$ cat src/hdl/bsd_pkg.sv
`default_nettype none
package bsd_pkg;

	// storage geometry
	localparam int DEPTH = 64;
	localparam int ADDR_W = (DEPTH > 1) ? $clog2(DEPTH) : 1;
	localparam int CNT_W = $clog2(DEPTH + 1);
	localparam int WORD_W = 32;
	localparam int CAP_W = 7;
	localparam logic [CAP_W-1:0] CAP_RESET = 7'd64;

	// operation codes
	typedef enum logic [2:0] {
		OP_PUSH = 3'd0,
		OP_POP = 3'd1,
		OP_PEEK = 3'd2,
		OP_DUMP_DOWN = 3'd3,
		OP_DUMP_UP = 3'd4
	} op_t;

	// command and result words
	typedef struct packed {
		logic [2:0] operation;
		logic signed [WORD_W-1:0] push_value;
	} cmd_t;

	typedef struct packed {
		logic signed [WORD_W-1:0] word;
		logic last;
	} result_t;

	// microprogram addresses
	typedef enum logic [2:0] {
		UPC_IDLE = 3'd0,
		UPC_PUSH = 3'd1,
		UPC_POP = 3'd2,
		UPC_PEEK = 3'd3,
		UPC_DOWN = 3'd4,
		UPC_UP = 3'd5,
		UPC_READ = 3'd6
	} upc_t;

	// datapath actions
	typedef enum logic [2:0] {
		ACT_NONE,
		ACT_PUSH,
		ACT_POP,
		ACT_SET_PEEK,
		ACT_SET_DOWN,
		ACT_SET_UP,
		ACT_READ
	} act_t;

	// sequencing kinds
	typedef enum logic [1:0] {
		SEQ_DISPATCH,
		SEQ_JUMP,
		SEQ_IF_EMPTY,
		SEQ_LOOP
	} seq_t;

	typedef struct packed {
		logic busy;
		act_t act;
		seq_t seq;
		upc_t target;
	} ctl_t;

	// datapath status seen by the sequencer
	typedef struct packed {
		logic empty;
		logic final_word;
	} status_t;

endpackage
`default_nettype wire

$ cat src/hdl/bounded_stack_with_dump_core.sv
`default_nettype none
// Bounded LIFO stack of signed 32-bit words with peek and two dump orders.
// A command word is taken when start is high and busy is low. Results come
// out one per cycle on result with result_valid high for that single cycle;
// the receiver cannot stall them, so it must take every word as it comes.
// Steps per accepted command: push and pop run their own step and return to
// idle; peek and dumps run a set-up step, then a read step with one RAM read
// per word, and no reads when the stack is empty. An unknown code leaves busy
// low, so the next command can be taken in the next cycle. The last result
// word appears in the cycle after its read, i.e. in the cycle the next command
// can be taken. The steps follow from the microcode sequence and the single
// read port of the entry RAM. Capacity writes are always ready and should be
// made while busy is low and no result is pending.
module bounded_stack_with_dump_core (
	input wire logic clk,
	input wire logic arst_n,
	input wire logic start,
	input wire bsd_pkg::cmd_t cmd,
	output logic busy,
	output logic result_valid,
	output bsd_pkg::result_t result,
	input wire logic cfg_valid,
	output logic cfg_ready,
	input wire logic [bsd_pkg::CAP_W-1:0] cfg_data
);
	import bsd_pkg::*;

	ctl_t ctl;
	status_t status;
	logic accept;
	logic [WORD_W-1:0] value_q;
	logic [CAP_W-1:0] cap_q;
	logic [CAP_W-1:0] eff_cap;
	logic [CNT_W-1:0] fill_q;
	logic [CNT_W-1:0] cnt_q;
	logic [ADDR_W-1:0] ptr_q;
	logic down_q;
	logic pend_q;
	logic pend_last_q;
	logic push_ok;
	logic [WORD_W-1:0] rd_data;

	// microcoded control
	bsd_seq u_seq (
		.clk(clk),
		.arst_n(arst_n),
		.start(start),
		.operation(cmd.operation),
		.status(status),
		.ctl(ctl)
	);

	assign busy = ctl.busy;
	assign accept = start && !ctl.busy;
	assign cfg_ready = 1'b1;

	// capacity saturates at the storage depth
	assign eff_cap = (cap_q > CAP_W'(DEPTH)) ? CAP_W'(DEPTH) : cap_q;
	assign push_ok = CAP_W'(fill_q) < eff_cap;

	assign status.empty = (fill_q == '0);
	assign status.final_word = (cnt_q == CNT_W'(1));

	// entry storage
	bsd_ram #(
		.WIDTH(WORD_W),
		.DEPTH(DEPTH)
	) u_ram (
		.clk(clk),
		.we((ctl.act == ACT_PUSH) && push_ok),
		.waddr(fill_q[ADDR_W-1:0]),
		.wdata(value_q),
		.re(ctl.act == ACT_READ),
		.raddr(ptr_q),
		.rdata(rd_data)
	);

	// result word follows the registered read
	assign result_valid = pend_q;
	assign result.word = rd_data;
	assign result.last = pend_last_q;

	// push value latch
	always_ff @(posedge clk) begin
		if (accept) begin
			value_q <= cmd.push_value;
		end
	end

	// datapath registers driven by the control word
	always_ff @(posedge clk or negedge arst_n) begin
		if (!arst_n) begin
			cap_q <= CAP_RESET;
			fill_q <= '0;
			cnt_q <= '0;
			ptr_q <= '0;
			down_q <= 1'b0;
			pend_q <= 1'b0;
			pend_last_q <= 1'b0;
		end else begin
			if (cfg_valid) begin
				cap_q <= cfg_data;
			end
			pend_q <= (ctl.act == ACT_READ);
			pend_last_q <= (ctl.act == ACT_READ) && status.final_word;
			case (ctl.act)
				ACT_PUSH: begin
					if (push_ok) begin
						fill_q <= fill_q + CNT_W'(1);
					end
				end
				ACT_POP: begin
					if (!status.empty) begin
						fill_q <= fill_q - CNT_W'(1);
					end
				end
				ACT_SET_PEEK: begin
					cnt_q <= CNT_W'(1);
					ptr_q <= ADDR_W'(fill_q - CNT_W'(1));
					down_q <= 1'b1;
				end
				ACT_SET_DOWN: begin
					cnt_q <= fill_q;
					ptr_q <= ADDR_W'(fill_q - CNT_W'(1));
					down_q <= 1'b1;
				end
				ACT_SET_UP: begin
					cnt_q <= fill_q;
					ptr_q <= '0;
					down_q <= 1'b0;
				end
				ACT_READ: begin
					cnt_q <= cnt_q - CNT_W'(1);
					ptr_q <= down_q ? ptr_q - ADDR_W'(1) : ptr_q + ADDR_W'(1);
				end
				default: begin
				end
			endcase
		end
	end

endmodule
`default_nettype wire

$ cat src/hdl/bsd_ram.sv
`default_nettype none
module bsd_ram #(
	parameter int WIDTH = 32,
	parameter int DEPTH = 64
) (
	input wire logic clk,
	input wire logic we,
	input wire logic [((DEPTH > 1) ? $clog2(DEPTH) : 1)-1:0] waddr,
	input wire logic [WIDTH-1:0] wdata,
	input wire logic re,
	input wire logic [((DEPTH > 1) ? $clog2(DEPTH) : 1)-1:0] raddr,
	output logic [WIDTH-1:0] rdata
);

	logic [WIDTH-1:0] mem [DEPTH];

	// one write port, one registered read port
	always_ff @(posedge clk) begin
		if (we) begin
			mem[waddr] <= wdata;
		end
		if (re) begin
			rdata <= mem[raddr];
		end
	end

endmodule
`default_nettype wire

$ cat src/hdl/bsd_seq.sv
`default_nettype none
module bsd_seq (
	input wire logic clk,
	input wire logic arst_n,
	input wire logic start,
	input wire logic [2:0] operation,
	input wire bsd_pkg::status_t status,
	output bsd_pkg::ctl_t ctl
);
	import bsd_pkg::*;

	upc_t upc_q;
	upc_t upc_d;

	// control store, one word per step
	function automatic ctl_t ucode(upc_t pc);
		ctl_t c;
		case (pc)
			UPC_IDLE: c = '{busy: 1'b0, act: ACT_NONE, seq: SEQ_DISPATCH, target: UPC_IDLE};
			UPC_PUSH: c = '{busy: 1'b1, act: ACT_PUSH, seq: SEQ_JUMP, target: UPC_IDLE};
			UPC_POP: c = '{busy: 1'b1, act: ACT_POP, seq: SEQ_JUMP, target: UPC_IDLE};
			UPC_PEEK: c = '{busy: 1'b1, act: ACT_SET_PEEK, seq: SEQ_IF_EMPTY, target: UPC_READ};
			UPC_DOWN: c = '{busy: 1'b1, act: ACT_SET_DOWN, seq: SEQ_IF_EMPTY, target: UPC_READ};
			UPC_UP: c = '{busy: 1'b1, act: ACT_SET_UP, seq: SEQ_IF_EMPTY, target: UPC_READ};
			UPC_READ: c = '{busy: 1'b1, act: ACT_READ, seq: SEQ_LOOP, target: UPC_IDLE};
			default: c = '{busy: 1'b1, act: ACT_NONE, seq: SEQ_JUMP, target: UPC_IDLE};
		endcase
		return c;
	endfunction

	// entry point of each operation's routine
	function automatic upc_t dispatch(logic [2:0] op);
		upc_t pc;
		case (op)
			OP_PUSH: pc = UPC_PUSH;
			OP_POP: pc = UPC_POP;
			OP_PEEK: pc = UPC_PEEK;
			OP_DUMP_DOWN: pc = UPC_DOWN;
			OP_DUMP_UP: pc = UPC_UP;
			default: pc = UPC_IDLE;
		endcase
		return pc;
	endfunction

	assign ctl = ucode(upc_q);

	// next step selection
	always_comb begin
		case (ctl.seq)
			SEQ_DISPATCH: upc_d = start ? dispatch(operation) : upc_q;
			SEQ_JUMP: upc_d = ctl.target;
			SEQ_IF_EMPTY: upc_d = status.empty ? UPC_IDLE : ctl.target;
			SEQ_LOOP: upc_d = status.final_word ? ctl.target : upc_q;
			default: upc_d = UPC_IDLE;
		endcase
	end

	// step counter
	always_ff @(posedge clk or negedge arst_n) begin
		if (!arst_n) begin
			upc_q <= UPC_IDLE;
		end else begin
			upc_q <= upc_d;
		end
	end

endmodule
`default_nettype wire

$ cat config.mk
export PLATFORM = sky130hd
export DESIGN_NAME = bounded_stack_with_dump_core
export DESIGN_NICKNAME = d
export VERILOG_FILES = /design/src/hdl/bsd_pkg.sv /design/src/hdl/bounded_stack_with_dump_core.sv /design/src/hdl/bsd_ram.sv /design/src/hdl/bsd_seq.sv
export SDC_FILE = /design/constraint.sdc
export NUM_CORES = 2
export LEC_CHECK = 0
export ABC_AREA = 1
export BUFFER_PORTS_ARGS = -buffer_cell sky130_fd_sc_hd__buf_2
export CAP_MARGIN = 20
export CORE_MARGIN = 4
export CORE_UTILIZATION = 30
export CTS_BUF_LIST = sky130_fd_sc_hd__clkbuf_4 sky130_fd_sc_hd__clkbuf_8 sky130_fd_sc_hd__clkbuf_16
export CTS_CLUSTER_SIZE = 25
export DETAILED_ROUTE_END_ITERATION = 10
export PLACE_DENSITY = 0.42
export SLEW_MARGIN = 20
export SYNTH_ARGS = -nofsm -noshare
export SYNTH_HDL_FRONTEND = slang
export SYNTH_HIERARCHICAL = 1
export SYNTH_SLANG_ARGS = --single-unit
$ cat constraint.sdc
create_clock -name clk -period 10.8 [get_ports clk]
set_input_delay 0.54 -clock clk [delete_from_list [all_inputs] [get_ports clk]]
set_output_delay 0.54 -clock clk [all_outputs]
set_load 0.05 [all_outputs]
==> run_summary.xml <==
<?xml version="1.0" encoding="UTF-8"?>
<metrics>
  <group name="run_status">
    <metric name="outcome" unit="">finished, final reports clean</metric>
  </group>
  <group name="layout">
    <metric name="fin_util" unit="%">34.73</metric>
    <metric name="multi_input_gate_area_in_the_final_layout" unit="sq mm">0.02010</metric>
    <metric name="stdcell_area" unit="sq mm">0.09931</metric>
    <metric name="seq_area" unit="sq mm">0.06427</metric>
    <metric name="drive_above_1_share" unit="%">9.464</metric>
    <metric name="fillers" unit="">28060</metric>
    <metric name="design.final.nets" unit="">7255</metric>
    <metric name="area_growth_syn_to_layout" unit="%">14.98</metric>
  </group>
  <group name="worst_hold_path">
    <metric name="hold_path_class" unit="">in -&gt; reg</metric>
    <metric name="number_of_cells_on_the_worst_hold_path" unit="">7</metric>
    <metric name="holdPathEnd" unit="">u_seq/upc_q[2]$_DFFE_PN0P_</metric>
    <metric name="timing.hold.worst.start" unit="">cmd[34]</metric>
  </group>
  <group name="route">
    <metric name="finalWirelength" unit="microns">293300</metric>
    <metric name="drt_iter0_markers" unit="">5888</metric>
    <metric name="post_drt_wl_per_cell" unit="microns">26.31</metric>
    <metric name="firstDrtPassIters" unit="">6</metric>
    <metric name="postRouteAntennaNets" unit="">0</metric>
    <metric name="drt-vias-per-instance" unit="">5.062</metric>
    <metric name="route.detailed.drc" unit="">0</metric>
    <metric name="vias" unit="">56410</metric>
  </group>
  <group name="global_routing">
    <metric name="antenna_found_initial" unit="">26</metric>
    <metric name="gr_overflow_total" unit="">0</metric>
    <metric name="first_global_vias" unit="">53580</metric>
    <metric name="grt_max_degree" unit="">175</metric>
    <metric name="gr_util_all_layers" unit="%">19.32</metric>
    <metric name="grt_first_pass_wirelength" unit="microns">415400</metric>
  </group>
  <group name="floorplanning">
    <metric name="die_width" unit="microns">544.6</metric>
    <metric name="design.die.area" unit="sq mm">0.2965</metric>
    <metric name="start_util" unit="%">30.20</metric>
    <metric name="die_height" unit="microns">544.6</metric>
    <metric name="core_region_area" unit="sq mm">0.2859</metric>
    <metric name="num_io_pins" unit="">82</metric>
    <metric name="fp-row-count" unit="">196</metric>
  </group>
  <group name="critical_path">
    <metric name="reg2regPathDepth" unit="">11</metric>
    <metric name="worst_ep_required_time" unit="ns">11.52</metric>
    <metric name="worst-endpoint-arrival" unit="ns">5.92</metric>
    <metric name="reg2reg_from" unit="">ptr_q[0]$_DFFE_PN0P_</metric>
    <metric name="timing.critical_path.fanout_max" unit="">169</metric>
    <metric name="cpMaxStageDelayCell" unit="">buf_4</metric>
    <metric name="crit_path_max_incr_delay" unit="ns">0.81</metric>
    <metric name="critical_path.reg2reg.endpoint" unit="">u_ram/rdata[10]$_DFFE_PP_</metric>
    <metric name="setup.reg_to_reg.worst_slack" unit="ns">5.60</metric>
    <metric name="cp_startpoint_kind" unit="">flop</metric>
    <metric name="end_kind" unit="">flop</metric>
    <metric name="crit_chain" unit="">inv_16 &gt; buf_4 &gt; buf_4 &gt; nand2_1 &gt; nand3_1 &gt; nand3_1 &gt; nand3_1 &gt; nand3_1 &gt; nand2_1 &gt; nand2_1 &gt; nand2_1</metric>
    <metric name="crit_type" unit="">reg -&gt; reg</metric>
  </group>
  <group name="power">
    <metric name="vdd_ir_drop_max" unit="V">0.0001292</metric>
    <metric name="net_switching_power" unit="mW">3.332</metric>
    <metric name="power.combinational.fraction" unit="%">0.2</metric>
    <metric name="power.share.sequential" unit="%">53.2</metric>
    <metric name="power.leakage" unit="nW">34.25</metric>
    <metric name="p_int" unit="mW">13.59</metric>
    <metric name="relative_contribution_of_the_clock_network_to_total_power" unit="%">46.6</metric>
    <metric name="power.density_cell_area" unit="mW/mm^2">170.4</metric>
    <metric name="report.power.total" unit="mW">16.92</metric>
    <metric name="netSwitchingFraction" unit="%">19.69</metric>
  </group>
  <group name="sta">
    <metric name="setup_violations" unit="">0</metric>
    <metric name="report.final.slew_viol_count" unit="">0</metric>
    <metric name="setup_tns_after_final_layout" unit="ns">0</metric>
    <metric name="slew-limit-headroom" unit="%">21.20</metric>
    <metric name="worst-slew-pin-transition" unit="ns">1.182</metric>
    <metric name="fmaxAchievable" unit="MHz">192.3</metric>
    <metric name="clock_skew" unit="ns">0.03994</metric>
    <metric name="min_period_over_period" unit="%">48.16</metric>
    <metric name="final_period_minus_worst_setup_slack" unit="ns">5.201</metric>
    <metric name="grt_setup_unrepaired" unit="">no</metric>
    <metric name="hold_viol" unit="">0</metric>
  </group>
  <group name="clock_tree">
    <metric name="root_buffer" unit="">clkbuf_16</metric>
    <metric name="tritoncts.num_buffers" unit="">239</metric>
    <metric name="clkLatencyLatePin" unit="ns">0.90</metric>
    <metric name="tritoncts" unit="">yes</metric>
    <metric name="cts.clk_slew.worst_paths" unit="ns">0.06</metric>
    <metric name="cts_max_path_buffers" unit="">4</metric>
    <metric name="cts_num_sinks" unit="">2145</metric>
    <metric name="htreeDepth" unit="">4</metric>
  </group>
  <group name="flow_run">
    <metric name="max_cap_violations" unit="">0</metric>
  </group>
  <group name="yosys">
    <metric name="ys_warn_count" unit="">6</metric>
    <metric name="mappedNetlistNets" unit="">7185</metric>
    <metric name="syn_area_per_cell" unit="sq um">12.13</metric>
    <metric name="synthesis.instances" unit="">7123</metric>
    <metric name="mappedNetlistArea" unit="sq mm">0.08637</metric>
  </group>
  <group name="placement">
    <metric name="numPortBuffers" unit="">80</metric>
    <metric name="place.detailed.hpwl" unit="microns">156900</metric>
    <metric name="placement.cell_area" unit="sq mm">0.09126</metric>
    <metric name="finalWeightedCongestion" unit="">0.7743</metric>
  </group>
</metrics>
==> placed cells by master (no fill, tap or decap), types with 45 or more instances in the layout <==
master	count
buf_2	80
edfxtp_1	2112
clkbuf_4	62
dlygate4sd3_1	45
clkinv_1	68
nand2_1	2350
nor2_4	57
clkbuf_16	241
nand3_1	1928
buf_4	127
==> final cells by class <==
| cell class | instances | share of cell area [%] |
|---|---|---|
| Clock buffer | 305 | 6.569 |
| Sequential cell | 2145 | 64.72 |
| Multi-Input combinational cell | 4470 | 20.24 |
| Clock inverter | 118 | 0.9374 |
| Tap cell | 3762 | 4.740 |
| Inverter | 51 | 0.2306 |
| Antenna cell | 8 | 0.02016 |
| Timing Repair Buffer | 286 | 2.540 |
==> power by group through the flow <==
stage	Sequential, mW	Combinational [mW]	Clock, mW
finish	9.01	0.0358	7.88
global route	9.00	0.0404	8.42
global placement	9.18	0.0230	0
floorplan	9.18	0.00943	0
CTS	9.01	0.0362	8.07
detailed placement	9.18	0.0236	0
==> worst max-delay path: cells and delay by family (launching register included) <==
family	cells	cell delay, ns
buffers and inverters	3	2.15
AND/OR/NAND/NOR	8	1.77
flip-flops	1	0.77
==> per-layer routing <==
layer	share of wire (%)	track usage [%]	vias up
li1	-	-	25530
met1	47	29.03	28820
met2	45	29.52	1750
met3	6.2	2.902	315
met4	2.0	4.082	0
met5	0	0	-
==> flip-flops by register name (all words and copies together) (netlist names) <==
signal        flops
u_ram/mem      2048
u_ram/rdata      32
value_q          32
cap_q             7
cnt_q             7
fill_q            7
ptr_q             6
u_seq/upc_q       3
down_q            1
pend_last_q       1
result_valid      1
==> per-stage QoR <==
step,hold slack (ns),setup slack (ns),std cells
2_1_floorplan,0.2444,5.223,7123
3_3_place_gp,0.4603,5.644,10650
3_5_place_dp,0.4608,5.651,10660
4_1_cts,0.004575,5.665,11130
5_1_grt,0.06448,5.334,11140
6_report,0.08760,5.599,11150
==> repair_timing <==
action                    CTS  global route
hold buffers               45             0
hold endpoints to repair   72             0
gates resized for setup     0             0
buffers inserted            0             0
==> how the worst max path moves through the flow <==
| stage | start | to | slack (ns) | depth (start not counted) |
|---|---|---|---|---|
| after floorplan | cap_q[6]$_DFFE_PN1P_ | u_ram/mem[48][0]$_DFFE_PP_ | 5.22 | 9 |
| after global placement | ptr_q[0]$_DFFE_PN0P_ | u_ram/rdata[16]$_DFFE_PP_ | 5.64 | 11 |
| after detailed placement | ptr_q[0]$_DFFE_PN0P_ | u_ram/rdata[16]$_DFFE_PP_ | 5.65 | 11 |
| after CTS | ptr_q[0]$_DFFE_PN0P_ | u_ram/rdata[16]$_DFFE_PP_ | 5.67 | 11 |
| after global routing | ptr_q[0]$_DFFE_PN0P_ | u_ram/rdata[5]$_DFFE_PP_ | 5.33 | 11 |
| final | ptr_q[0]$_DFFE_PN0P_ | u_ram/rdata[10]$_DFFE_PP_ | 5.60 | 11 |
Power figures use the tool's default switching activity.
